==> src/sv/anisotropic_stress_from_strain_unit_macros.svh <==
// ----------------------------------------------------------------------------
// Assertion macros for the stress-from-strain unit
// Each macro expects clk in scope, and ASFS_ASSERT also rst_n, at the point of use.
// ----------------------------------------------------------------------------
`ifndef ANISOTROPIC_STRESS_FROM_STRAIN_UNIT_MACROS_SVH
`define ANISOTROPIC_STRESS_FROM_STRAIN_UNIT_MACROS_SVH

// Check a property on every clock edge outside reset.
`define ASFS_ASSERT(lbl, prop, msg) \
  lbl: assert property (@(posedge clk) disable iff (!rst_n) prop) else $error(msg);

// Check a property on every clock edge, reset included.
`define ASFS_ASSERT_ALWAYS(lbl, prop, msg) \
  lbl: assert property (@(posedge clk) prop) else $error(msg);

`endif

==> src/sv/asfs_pkg.sv <==
`timescale 1ns / 1ps
// ----------------------------------------------------------------------------
// asfs_pkg
// Shared widths, codes, slot map and stage-enable struct for the unit.
// ----------------------------------------------------------------------------
package asfs_pkg;

  localparam int DATA_W         = 32;
  localparam int POINT_W        = 7;
  localparam int SLOT_W         = 5;
  localparam int NUM_SLOTS      = 21;
  localparam int NUM_ROWS       = 6;
  localparam int FRAC_BITS      = 24;
  localparam int NUM_POINTS_DEF = 128;

  // product of two 32-bit words, sum of two products, sum of six products
  localparam int PROD_W = 2 * DATA_W;
  localparam int PAIR_W = PROD_W + 1;
  localparam int SUM_W  = PROD_W + 3;

  typedef enum logic {
    ACT_LOAD    = 1'b0,
    ACT_COMPUTE = 1'b1
  } action_t;

  typedef logic signed [DATA_W-1:0] word_t;

  // load enables for the three lane stages
  typedef struct packed {
    logic mul;
    logic pair;
    logic sum;
  } lane_en_t;

  // upper-triangle slot of C(row, col), symmetric
  localparam logic [SLOT_W-1:0] SLOT_OF [NUM_ROWS][NUM_ROWS] = '{
    '{5'd0, 5'd1,  5'd2,  5'd3,  5'd4,  5'd5},
    '{5'd1, 5'd6,  5'd7,  5'd8,  5'd9,  5'd10},
    '{5'd2, 5'd7,  5'd11, 5'd12, 5'd13, 5'd14},
    '{5'd3, 5'd8,  5'd12, 5'd15, 5'd16, 5'd17},
    '{5'd4, 5'd9,  5'd13, 5'd16, 5'd18, 5'd19},
    '{5'd5, 5'd10, 5'd14, 5'd17, 5'd19, 5'd20}
  };

endpackage

==> src/sv/asfs_merge.sv <==
`timescale 1ns / 1ps
// ----------------------------------------------------------------------------
// asfs_merge
// Output stage: scale each row total, clip to 32 bits, merge the clip flags
// of all lanes and hold the result beat until taken.
// ----------------------------------------------------------------------------
`include "anisotropic_stress_from_strain_unit_macros.svh"

module asfs_merge (
  input  logic                                clk,
  input  logic                                rst_n,
  input  logic                                en,
  input  logic                                in_vld,
  input  logic signed [asfs_pkg::SUM_W-1:0]   row_sum [asfs_pkg::NUM_ROWS],
  output logic                                out_vld,
  output asfs_pkg::word_t                     stress  [asfs_pkg::NUM_ROWS],
  output logic                                sat
);

  localparam int HI_W = asfs_pkg::SUM_W - asfs_pkg::DATA_W + 1;
  localparam asfs_pkg::word_t WORD_MAX = {1'b0, {(asfs_pkg::DATA_W-1){1'b1}}};
  localparam asfs_pkg::word_t WORD_MIN = {1'b1, {(asfs_pkg::DATA_W-1){1'b0}}};

  logic signed [asfs_pkg::SUM_W-1:0] scaled [asfs_pkg::NUM_ROWS];
  asfs_pkg::word_t                   clip   [asfs_pkg::NUM_ROWS];
  logic [asfs_pkg::NUM_ROWS-1:0]     ovf;

  logic                              out_vld_r;
  asfs_pkg::word_t                   stress_r [asfs_pkg::NUM_ROWS];
  logic                              sat_r;
  logic [asfs_pkg::NUM_ROWS-1:0]     at_rail;

  always_comb begin
    for (int i = 0; i < asfs_pkg::NUM_ROWS; i++) begin
      // floor shift, then every bit above the word must copy the sign
      scaled[i] = row_sum[i] >>> asfs_pkg::FRAC_BITS;
      ovf[i]    = (scaled[i][asfs_pkg::SUM_W-1:asfs_pkg::DATA_W-1] != {HI_W{1'b0}})
               && (scaled[i][asfs_pkg::SUM_W-1:asfs_pkg::DATA_W-1] != {HI_W{1'b1}});
      if (!ovf[i]) begin
        clip[i] = scaled[i][asfs_pkg::DATA_W-1:0];
      end else if (scaled[i][asfs_pkg::SUM_W-1]) begin
        clip[i] = WORD_MIN;
      end else begin
        clip[i] = WORD_MAX;
      end
    end
  end

  always_ff @(posedge clk) begin
    if (!rst_n) begin
      out_vld_r <= 1'b0;
    end else if (en) begin
      out_vld_r <= in_vld;
    end
  end

  always_ff @(posedge clk) begin
    if (en) begin
      stress_r <= clip;
      sat_r    <= |ovf;
    end
  end

  assign out_vld = out_vld_r;
  assign stress  = stress_r;
  assign sat     = sat_r;

  always_comb begin
    for (int i = 0; i < asfs_pkg::NUM_ROWS; i++) begin
      at_rail[i] = (stress_r[i] == WORD_MAX) || (stress_r[i] == WORD_MIN);
    end
  end

  `ASFS_ASSERT(a_sat_clipped, (out_vld_r && sat_r) |-> |at_rail, "clip flag set with no clipped stress")

endmodule

==> config.mk <==
export PLATFORM = sky130hd
export DESIGN_NAME = asfs_merge
export DESIGN_NICKNAME = d
export VERILOG_FILES = /design/src/sv/asfs_pkg.sv /design/src/sv/asfs_merge.sv
export VERILOG_INCLUDE_DIRS = /design/src /design/src/sv
export SDC_FILE = /design/constraint.sdc
export NUM_CORES = 1
export LEC_CHECK = 0
export ABC_AREA = 0
export BUFFER_PORTS_ARGS = -buffer_cell sky130_fd_sc_hd__buf_2
export CAP_MARGIN = 15
export CORE_AREA = 8 8 226 228
export DETAILED_ROUTE_END_ITERATION = 6
export DIE_AREA = 0 0 234 236
export SETUP_SLACK_MARGIN = 0.3
export SYNTH_ARGS = -nofsm -noshare
export SYNTH_HDL_FRONTEND = slang
export SYNTH_SLANG_ARGS = --single-unit
export TNS_END_PERCENT = 20
==> constraint.sdc <==
create_clock -name clk -period 2 [get_ports clk]
set_input_delay 0.1 -clock clk [delete_from_list [all_inputs] [get_ports clk]]
set_output_delay 0.1 -clock clk [all_outputs]
set_load 0.02 [all_outputs]
# --- Yosys cells after proc, flatten, opt, wreduce, memory -nomap -nowiden ---
# Index checks and enable logic that the tools add are counted.
totals:
  ff_bits: 194
  input_bits: 406
  out_inout_bits: 194
  word_cells: 39
classes:
  eq_ne: 6
  mux: 12
  n_reduce_logical: 13
op_table:
  columns: ["cell", "n"]
  rows:
  - ["32-bit 2-to-1 mux", 12]
  - ["36-bit inequality test, second input constant", 6]
  - ["36-bit nonzero test", 6]
  - ["1-bit logical AND", 6]
  - ["6-bit OR reduction", 1]

# --- Longest topological paths before layout ---
# Gate-level depths: netlist of run 1.
logic_depth:
  depth_word: 3
  mapped_depth: 5
  mapped_depth_nobuf: 4

# --- Worst setup path before layout of run 1 ---
# No wires, ideal clock.
synth_path:
  path_type: "input-to-reg"
  from: "input port row_sum[58] in the netlist's numbering"
  to: "register stress_r (netlist bit stress[18]), data pin"
  setup_time_ns: 0.254
  arrival_ns: 1.149
  required_ns: 1.746
  slack_ns: 0.597
  path_stages: 5
  n_path_buf: 1
  path_cell_list: "or4_4 nor2_2 a21oi_2 buf_6 a21o_1"
synth_lines:
  columns: ["element", "line", "text"]
  rows:
  - ["from (decl)", "asfs_merge.sv:14", "input logic signed [asfs_pkg::SUM_W-1:0] row_sum [asfs_pkg::NUM_ROWS],"]
  - ["to (signal assigned)", "asfs_merge.sv:59", "stress_r <= clip;"]
  - ["to (decl)", "asfs_merge.sv:29", "asfs_pkg::word_t stress_r [asfs_pkg::NUM_ROWS];"]

==> flow_metrics.env, run 1 <==
export IMPL_run_status="finished clean"
export IMPL_finalCriticalPeriod_ps=1690
export IMPL_netlist_area_sq_mm=0.00802
export IMPL_wl_mm=32.9
export IMPL_max_slew_worst_pin_slew_ps=467
export IMPL_min_path_type="in2reg"
export IMPL_drtIter0Drc=290
export IMPL_numClockSinks=194
export IMPL_powerDensity_mw_per_mm2=740
export IMPL_cts_tree="yes"
export IMPL_path_cells="dlygate4sd3_1 > buf_2 > nand4_1 > or3_1 > and2_1 > buf_4 > o21ai_0"
export IMPL_switching_share_pct=27.0
export IMPL_final_nets=1649
export IMPL_netlist_cell_type_count=27
export IMPL_synthSimpleGateAreaFrac_pct=4.56
export IMPL_areaGrowthSynthToFinish_pct=67.9
export IMPL_hold_viol_final=0
export IMPL_hpwl_mm=24.9
export IMPL_grt_pass1_vias=8018
export IMPL_finalSetupViolCount=0
export IMPL_gp_congestion=0.793
export IMPL_fin_hold_ws_ps=37.1
export IMPL_cts_root_buf="clkbuf_16"
export IMPL_cp_slowest_cell="dlygate4sd3_1"
export IMPL_fmax_mhz=592
export IMPL_p_sw_mw=2.69
export IMPL_wire_per_inst_microns=17.6
export IMPL_die_area_sq_mm=0.0552
export IMPL_io_pins=600
export IMPL_grt_max_degree=66
export IMPL_die_x_microns=234
export IMPL_htree_levels=4
export IMPL_synth_seq_cells=194
export IMPL_rsz0062_at_grt="yes"
export IMPL_finClkSkew_ps=0
export IMPL_vias=7361
export IMPL_pwr_share_comb_pct=17.4
export IMPL_pwr_share_seq_pct=49.3
export IMPL_yosys_area_share_adder_pct=0
export IMPL_clk_latency_ps=460
export IMPL_drc=0
export IMPL_viasPerCell=3.93
export IMPL_synth_compound_area_share_pct=14.3
export IMPL_syn_nets=1017
export IMPL_slew_headroom_pct=68.5
export IMPL_endpoint_kind="register"
export IMPL_cts_buffer_depth=2
export IMPL_async_reset_ff_share_pct=0
export IMPL_tns_ps=0
export IMPL_synth_warnings=0
export IMPL_final_common_cell="buf_2"
export IMPL_die_h_microns=236
export IMPL_max_cap_viol_count=0
export IMPL_power_mw=9.96
export IMPL_drive_gt1_share_pct=41.2
export IMPL_power_leakage_nw=6.16
export IMPL_syn_avg_cell_area_sq_um=13.1
export IMPL_rows=80
export IMPL_first_pass_iters=5
export IMPL_p_int_mw=7.27
export IMPL_fin_crit_sh_pct=84.4
export IMPL_ys_seq_area_share_pct=72.5
export IMPL_grt_pass1_wl_mm=47.9
export IMPL_crit_path_max_fanout=28
export IMPL_io_buffer_count=455
export IMPL_synthFlopType="edfxtp_1"
export IMPL_core_area_sq_mm=0.0473
export IMPL_irDropWorstVdd_mv=0.356
export IMPL_start_kind="input port"
export IMPL_clkPwrFrac_pct=33.2
export IMPL_start_util_pct=16.9
export IMPL_synthCells=611
export IMPL_cts_setup_buffers=0
export IMPL_synth_top_family_by_area="compound AO/OA/AOI/OAI gates"
export IMPL_arrival_ps=1990
export IMPL_clk_pin_slew_ps=70
export IMPL_path_class="in2reg"
export IMPL_synthMuxAreaShare_pct=0.125
export IMPL_slew_violations=0
export IMPL_antenna_found_initial=4
export IMPL_layout_common_cells="454 x buf_2, 193 x edfxtp_1, 173 x dlygate4sd3_1"
export IMPL_grt_overflow_total=0
export IMPL_synth_edf_count=193
export IMPL_synth_xor_area_share_pct=0
export IMPL_numCtsBuffers=17
export IMPL_cpPeakStageDelay_ps=550
export IMPL_grtUsageTotal_pct=11.7
export IMPL_antenna_left=0
export IMPL_worstPathRequired_ps=2300
==> worst max-delay path: cells and delay by family <==
kind                   cells  cell delay [ps]
buffers and inverters      3              940
and+or+nand+nor            3              740
AOI/OAI and AO/OA          1              200
==> power groups by stage <==
stage / logic (mW) / clock network [mW] / registers, mW
6_report: 1.73 / 3.31 / 4.91
5_1_grt: 1.87 / 3.61 / 4.95
4_1_cts: 1.75 / 3.49 / 4.92
3_5_place_dp: 1.47 / 0 / 5.00
3_3_place_gp: 1.46 / 0 / 5.00
2_1_floorplan: 0.193 / 0 / 5.42
==> area by class of cell <==
class                   instances  area [sq um]
fillers                      4829         33900
flip-flops and latches        194          5820
repair buffers                655          4320
multi-input cells             251          1540
well taps                     615           769
inverters                     124           465
clock buffers                  20           437
clock inverters                12           108
diodes                          3          7.51
==> registers in the layout, indices dropped and copies added, names as in the netlist <==
register	count
stress	192
sat	1
out_vld	1
==> layer usage <==
| layer | GRT usage [%] | wire (microns) |
|---|---|---|
| met1 | 11.8 | 12300 |
| met2 | 19.0 | 15200 |
| met3 | 6.83 | 4280 |
| met4 | 5.87 | 1040 |
| met5 | 0 | 13 |
==> cells in the mapped netlist (2+ instances only) <==
library cell	instances	area share, %
edfxtp_1	193	72
inv_1	124	5.8
o21ai_0	124	7.7
a21o_1	61	5.7
clkbuf_1	32	1.5
nand4_1	19	1.5
nor4_1	16	1.2
and2_1	4	0.31
buf_2	4	0.25
nand3_1	4	0.25
nand3b_1	4	0.37
or3_1	4	0.31
buf_6	3	0.42
buf_8	3	0.56
nor3_1	3	0.19
a22oi_1	2	0.19
==> per-stage QoR <==
step / area (sq um) / worst slack, ps / utilization [%] / instances
floorplan: 8020 / 597 / - / 611
finish: 13500 / 312 / 28.4 / 1874
detailed placement: 11200 / 274 / 23.6 / 1666
CTS: 13400 / 378 / 28.4 / 1870
global placement: 11200 / 244 / 23.6 / 1666
global route: 13500 / 262 / 28.4 / 1874
==> logic make-up (layout without fill, tap and decap cells) <==
family,after synthesis,in the layout
flip-flops,194,194
AO/OA/AOI/OAI,192,192
buffers and inverters,166,811
AND/OR/NAND/NOR,58,58
multiplexers,1,1
other,0,3
==> worst paths after layout <==
path | endpoint | depth (start not counted) | slack [ps] | start
setup reg to reg | out_vld | 3 | 770 | out_vld
hold reg to reg | out_vld | 3 | 1160 | out_vld
hold / removal | stress[38] | 3 | 40 | row_sum[97]
setup / recovery | stress[41] | 7 | 310 | row_sum[133]
==> what timing repair did <==
item | in CTS | in global routing
resized for setup | 0 | 4
hold buffers | 172 | 1
endpoints found under the hold margin | 171 | 1
setup endpoints to repair | 0 | 25
(Power assumes the default switching activity.)
==> run 2: changes to the inputs <==
--- a/config.mk
+++ b/config.mk
@@ -9,9 +9,9 @@
 export ABC_AREA = 0
 export BUFFER_PORTS_ARGS = -buffer_cell sky130_fd_sc_hd__buf_2
 export CAP_MARGIN = 15
-export CORE_AREA = 8 8 226 228
+export CORE_AREA = 8 8 227 229
 export DETAILED_ROUTE_END_ITERATION = 6
-export DIE_AREA = 0 0 234 236
+export DIE_AREA = 0 0 235 237
 export SETUP_SLACK_MARGIN = 0.3
 export SYNTH_ARGS = -nofsm -noshare
 export SYNTH_HDL_FRONTEND = slang
==> constraint.sdc (replaced) <==
create_clock -name clk -period 1.6 [get_ports clk]
set_input_delay 0.08 -clock clk [delete_from_list [all_inputs] [get_ports clk]]
set_output_delay 0.08 -clock clk [all_outputs]
set_load 0.02 [all_outputs]
==> run 2 against run 1 <==
- non-clock buffer count increased by 24
- register-to-register slack got worse by 310 ps
- sequential power increased by 25%
- clock power increased by 29%
==> flow_metrics.env, run 2 (same netlist as run 1, synthesis figures left out) <==
export IMPL_run_status="finished clean"
export IMPL_worstPathRequired_ps=1700
export IMPL_cp_slowest_cell="dlygate4sd3_1"
export IMPL_numCtsBuffers=17
export IMPL_cts_buffer_depth=2
export IMPL_viasPerCell=3.86
export IMPL_cts_root_buf="clkbuf_16"
export IMPL_drtIter0Drc=335
export IMPL_max_slew_worst_pin_slew_ps=748
export IMPL_wire_per_inst_microns=17.1
export IMPL_drive_gt1_share_pct=41.9
export IMPL_min_path_type="in2reg"
export IMPL_htree_levels=4
export IMPL_gr_usage_met3_pct=6.14
export IMPL_p_sw_mw=3.34
export IMPL_use_met2_pct=18.4
export IMPL_areaGrowthSynthToFinish_pct=72.2
export IMPL_rr_worst_depth=3
export IMPL_antenna_left=0
export IMPL_final_nets=1673
export IMPL_grt_use_met1_pct=12.4
export IMPL_preCtsSetupSlack_ps=-231
export IMPL_core_area_sq_mm=0.0481
export IMPL_rows=81
export IMPL_slew_violations=0
export IMPL_worst_slack_ps=374
export IMPL_clkPwrFrac_pct=33.7
export IMPL_path_cells="clkbuf_8 > dlygate4sd3_1"
export IMPL_wl_mm=32.6
export IMPL_min_path_cells=3
export IMPL_clk_pin_slew_ps=70
export IMPL_path_class="in2reg"
export IMPL_min_to="stress[180]"
export IMPL_fmax_mhz=816
export IMPL_fin_hold_ws_ps=39.3
export IMPL_finalCriticalPeriod_ps=1230
export IMPL_grtUsageTotal_pct=11.4
export IMPL_grt_overflow_total=0
export IMPL_io_pins=600
export IMPL_die_h_microns=237
export IMPL_slew_headroom_pct=50.0
export IMPL_layout_common_cells="454 x buf_2, 193 x edfxtp_1, 181 x dlygate4sd3_1"
export IMPL_hp_start="row_sum[379]"
export IMPL_r2r_end="out_vld"
export IMPL_grt_max_degree=56
export IMPL_switching_share_pct=26.5
export IMPL_vias=7361
export IMPL_crit_path_max_fanout=15
export IMPL_max_cap_viol_count=0
export IMPL_first_pass_iters=5
export IMPL_hold_viol_final=0
export IMPL_p_int_mw=9.28
export IMPL_reg2reg_from="out_vld"
export IMPL_power_leakage_nw=6.33
export IMPL_hpwl_mm=24.8
export IMPL_regToRegSetupSlack_ps=460
export IMPL_endpoint_kind="register"
export IMPL_gp_congestion=0.795
export IMPL_arrival_ps=1330
export IMPL_start_util_pct=16.7
export IMPL_irDropWorstVdd_mv=0.544
export IMPL_die_area_sq_mm=0.0557
export IMPL_cp_top_family="buffers and inverters"
export IMPL_finClkSkew_ps=0
export IMPL_pwr_share_comb_pct=17.6
export IMPL_drc=0
export IMPL_numClockSinks=194
export IMPL_powerDensity_mw_per_mm2=914
export IMPL_pwr_share_seq_pct=48.7
export IMPL_gr_max_usage_layer="met2"
export IMPL_cpPeakStageDelay_ps=1060
export IMPL_cts_tree="yes"
export IMPL_start_kind="input port"
export IMPL_grt_pass1_vias=8155
export IMPL_fin_crit_sh_pct=76.6
export IMPL_grt_pass1_wl_mm=48.2
export IMPL_antenna_found_initial=6
export IMPL_fin_util_pct=28.7
export IMPL_rsz0062_at_grt="no"
export IMPL_io_buffer_count=455
export IMPL_largest_register_ffs=192
export IMPL_cts_repair_resized=0
export IMPL_finalSetupViolCount=0
export IMPL_final_common_cell="buf_2"
export IMPL_tns_ps=0
export IMPL_clk_latency_ps=470
export IMPL_die_x_microns=235
export IMPL_worst_path_buf_inv=2
[run 2: worst max path at each step]
stage	from	endpoint	depth (start not counted)
global placement	row_sum[196]	stress[93]	5
detailed placement	row_sum[194]	stress[93]	5
global route	stress[182]	stress[182]	1
floorplan	row_sum[58]	stress[18]	5
finish	en	stress[153]	2
CTS	row_sum[194]	stress[93]	5
[run 2: routing by layer]
layer	wire length, microns	vias to the layer above
met5	27	-
met4	689	4
met3	3520	43
met2	15300	336
met1	13000	3484
li1	-	3494
[run 2: final cells by class]
cell class | instances | area, sq um
timing repair buffer | 679 | 4630
antenna | 4 | 10.0
tap | 622 | 778
fill | 4866 | 34300
clock buffer | 18 | 429
multi-input combinational | 251 | 1550
clock inverter | 13 | 138
inverter | 124 | 465
sequential | 194 | 5820
[run 2: through the flow]
stage          power, mW  instance area, sq um  cells
6_report            12.6                 13800   1905
5_1_grt             13.2                 13800   1905
4_1_cts             12.9                 13800   1900
3_5_place_dp        8.14                 11400   1688
3_3_place_gp        8.11                 11400   1688
2_1_floorplan       7.02                  8030    611
[run 2: repair_timing]
item / CTS / global route
buffers inserted: 0 / 0
hold buffers: 181 / 0
endpoints found under the hold margin: 194 / 0
[run 2: power groups by stage]
| stage | logic, mW | clock network, mW | registers [mW] |
|---|---|---|---|
| 2_1_floorplan | 0.243 | 0 | 6.78 |
| 6_report | 2.22 | 4.26 | 6.15 |
| 3_3_place_gp | 1.86 | 0 | 6.24 |
| 5_1_grt | 2.39 | 4.62 | 6.18 |
| 3_5_place_dp | 1.88 | 0 | 6.26 |
| 4_1_cts | 2.24 | 4.45 | 6.15 |
==> run 3: changes to the inputs <==
--- a/config.mk
+++ b/config.mk
@@ -6,7 +6,7 @@
 export SDC_FILE = /design/constraint.sdc
 export NUM_CORES = 1
 export LEC_CHECK = 0
-export ABC_AREA = 0
+export ABC_AREA = 1
 export BUFFER_PORTS_ARGS = -buffer_cell sky130_fd_sc_hd__buf_2
 export CAP_MARGIN = 15
 export CORE_AREA = 8 8 227 229
==> constraint.sdc (replaced) <==
create_clock -name clk -period 1 [get_ports clk]
set_input_delay 0.05 -clock clk [delete_from_list [all_inputs] [get_ports clk]]
set_output_delay 0.05 -clock clk [all_outputs]
set_load 0.02 [all_outputs]
==> run 3 against run 2 <==
- clock skew did not move
- synthesized area rose by 1.5%
- non-clock buffer count rose by 20
- the run now ends with setup timing left
==> flow_metrics.env, run 3 <==
export IMPL_ys_seq_area_share_pct=71.4
export IMPL_drc=0
export IMPL_pwr_share_seq_pct=47.9
export IMPL_min_to="stress[3]"
export IMPL_areaGrowthSynthToFinish_pct=96.7
export IMPL_viasPerCell=3.92
export IMPL_numCtsBuffers=17
export IMPL_rows=81
export IMPL_htree_levels=4
export IMPL_cp_slowest_cell="edfxtp_1"
export IMPL_grt_pass1_wl_mm=52.4
export IMPL_grtUsageTotal_pct=12.4
export IMPL_synth_warnings=0
export IMPL_yosysTopAreaCell="edfxtp_1"
export IMPL_io_pins=600
export IMPL_reg2reg_from="out_vld"
export IMPL_synth_seq_cells=194
export IMPL_r2r_end="out_vld"
export IMPL_fin_cells=2069
export IMPL_synth_common_cells="435 x nand2_1, 193 x edfxtp_1, 61 x nor2_1, 21 x clkbuf_1, 18 x buf_6"
export IMPL_powerDensity_mw_per_mm2=1300
export IMPL_min_path_cells=2
export IMPL_pwr_share_comb_pct=21.1
export IMPL_run_status="finished with violations"
export IMPL_synth_area_leaders="edfxtp_1 71%, nand2_1 20%, nor2_1 2.8%"
export IMPL_netlist_cell_type_count=15
export IMPL_first_pass_iters=4
export IMPL_cts_tree="yes"
export IMPL_gp_congestion=0.810
export IMPL_slew_headroom_pct=79.8
export IMPL_cts_hold_buf=194
export IMPL_finClkSkew_ps=0
export IMPL_fin_util_pct=33.3
export IMPL_max_cap_viol_count=0
export IMPL_path_class="reg2out"
export IMPL_grt_pass1_vias=8819
export IMPL_hold_viol_final=0
export IMPL_yosysMostFrequentCell="nand2_1"
export IMPL_final_cell_area_sq_mm=0.0160
export IMPL_worst_slack_ps=-157
export IMPL_power_mw=20.8
export IMPL_regToRegSetupSlack_ps=320
export IMPL_die_x_microns=235
export IMPL_drive_gt1_share_pct=52.6
export IMPL_fmax_mhz=865
export IMPL_fin_hold_ws_ps=28.3
export IMPL_irDropWorstVdd_mv=0.705
export IMPL_layout_common_cells="308 x buf_2, 238 x nand2_1, 194 x dlygate4sd3_1"
export IMPL_violations="setup timing"
export IMPL_antenna_left=0
export IMPL_numClockSinks=194
export IMPL_start_util_pct=16.9
export IMPL_clk_latency_ps=470
export IMPL_hpwl_mm=26.1
export IMPL_min_path_type="in2reg"
export IMPL_die_h_microns=237
export IMPL_wl_mm=36.0
export IMPL_power_leakage_nw=6.59
export IMPL_io_buffer_count=455
export IMPL_grt_overflow_total=0
export IMPL_preCtsSetupSlack_ps=-533
export IMPL_clk_pin_slew_ps=70
export IMPL_synthFlopType="edfxtp_1"
export IMPL_switching_share_pct=27.5
export IMPL_finalSetupViolCount=193
export IMPL_synthCells=763
export IMPL_wire_per_inst_microns=17.4
export IMPL_grt_max_degree=53
export IMPL_synth_edf_count=193
export IMPL_cts_root_buf="clkbuf_16"
export IMPL_start_kind="register"
export IMPL_syn_nets=1169
export IMPL_rsz0062_at_grt="yes"
export IMPL_arrival_ps=1110
export IMPL_fin_crit_sh_pct=116
export IMPL_clkPwrFrac_pct=31.0
export IMPL_max_slew_worst_pin_slew_ps=303
export IMPL_p_sw_mw=5.72
export IMPL_core_area_sq_mm=0.0481
export IMPL_worstPathRequired_ps=950
export IMPL_hp_start="en"
export IMPL_async_reset_ff_share_pct=0
export IMPL_endpoint_kind="output port"
export IMPL_cts_setup_buffers=0
export IMPL_drtIter0Drc=272
export IMPL_worst_path_buf_inv=1
export IMPL_crit_path_max_fanout=1
export IMPL_antenna_found_initial=5
export IMPL_tns_ps=-12830
export IMPL_cts_buffer_depth=2
export IMPL_rr_worst_depth=2
export IMPL_cp_top_family="flip-flops"
export IMPL_final_nets=1839
export IMPL_p_int_mw=15.0
export IMPL_finalCriticalPeriod_ps=1160
export IMPL_die_area_sq_mm=0.0557
export IMPL_synth_top_area_share_pct=71.2
export IMPL_slew_violations=0
export IMPL_dp_cells=1842
export IMPL_postPlaceCellArea_sq_mm=0.0115
export IMPL_vias=8107
export IMPL_largest_register_ffs=192
export IMPL_netlist_area_sq_mm=0.00814
export IMPL_cp_num_cells=1
export IMPL_syn_avg_cell_area_sq_um=10.7
export IMPL_path_cells="buf_6"
export IMPL_cpPeakStageDelay_ps=460
export IMPL_final_common_cell="buf_2"
-- run 3: layout make-up --
| cell class | instances | area, sq um |
|---|---|---|
| flip-flops and latches | 194 | 5820 |
| repair buffers | 699 | 5810 |
| diodes | 1 | 2.50 |
| clock buffers | 21 | 440 |
| clock inverters | 11 | 80.1 |
| multi-input cells | 517 | 3070 |
| fillers | 4725 | 32100 |
| well taps | 622 | 778 |
| inverters | 4 | 15.0 |
-- run 3: worst max path at each step --
stage,to,start,slack (ps)
floorplan,stress[65],row_sum[189],-110
global placement,sat,row_sum[393],-490
detailed placement,sat,row_sum[393],-530
CTS,stress[91],stress[91],-210
global route,stress[24],stress[24],-210
finish,stress[24],stress[24],-160
-- run 3: cells by family after synthesis --
family	count (synthesis)	share of synthesized area [%]
DFF	194	71.4
AOI/OAI and AO/OA	2	0.123
and+or+nand+nor	515	24.2
buffers and inverters	52	4.23
-- run 3: timing repair --
| action | in CTS | in global routing |
|---|---|---|
| hold endpoints to repair | 212 | 1 |
| gates resized for setup | 345 | 264 |
| setup endpoints to repair | 339 | 382 |
| pin swaps | 140 | 220 |
-- run 3: power groups by stage --
stage                     Sequential, mW  Combinational (mW)  Clock, mW
final                               9.94                4.38       6.44
after CTS                           9.92                4.03       6.77
after global routing                10.0                4.64       7.02
after detailed placement            10.0                2.93          0
after global placement              10.0                2.90          0
after floorplan                     10.8               0.390          0
-- run 3: metal layers --
layer  GRT usage (%)  vias up  wire [microns]
met2            19.9      405           16800
li1                -     3819               -
met5               0        -              54
met1            13.9     3825           14500
met3            6.52       50            3780
met4            4.59        8             828
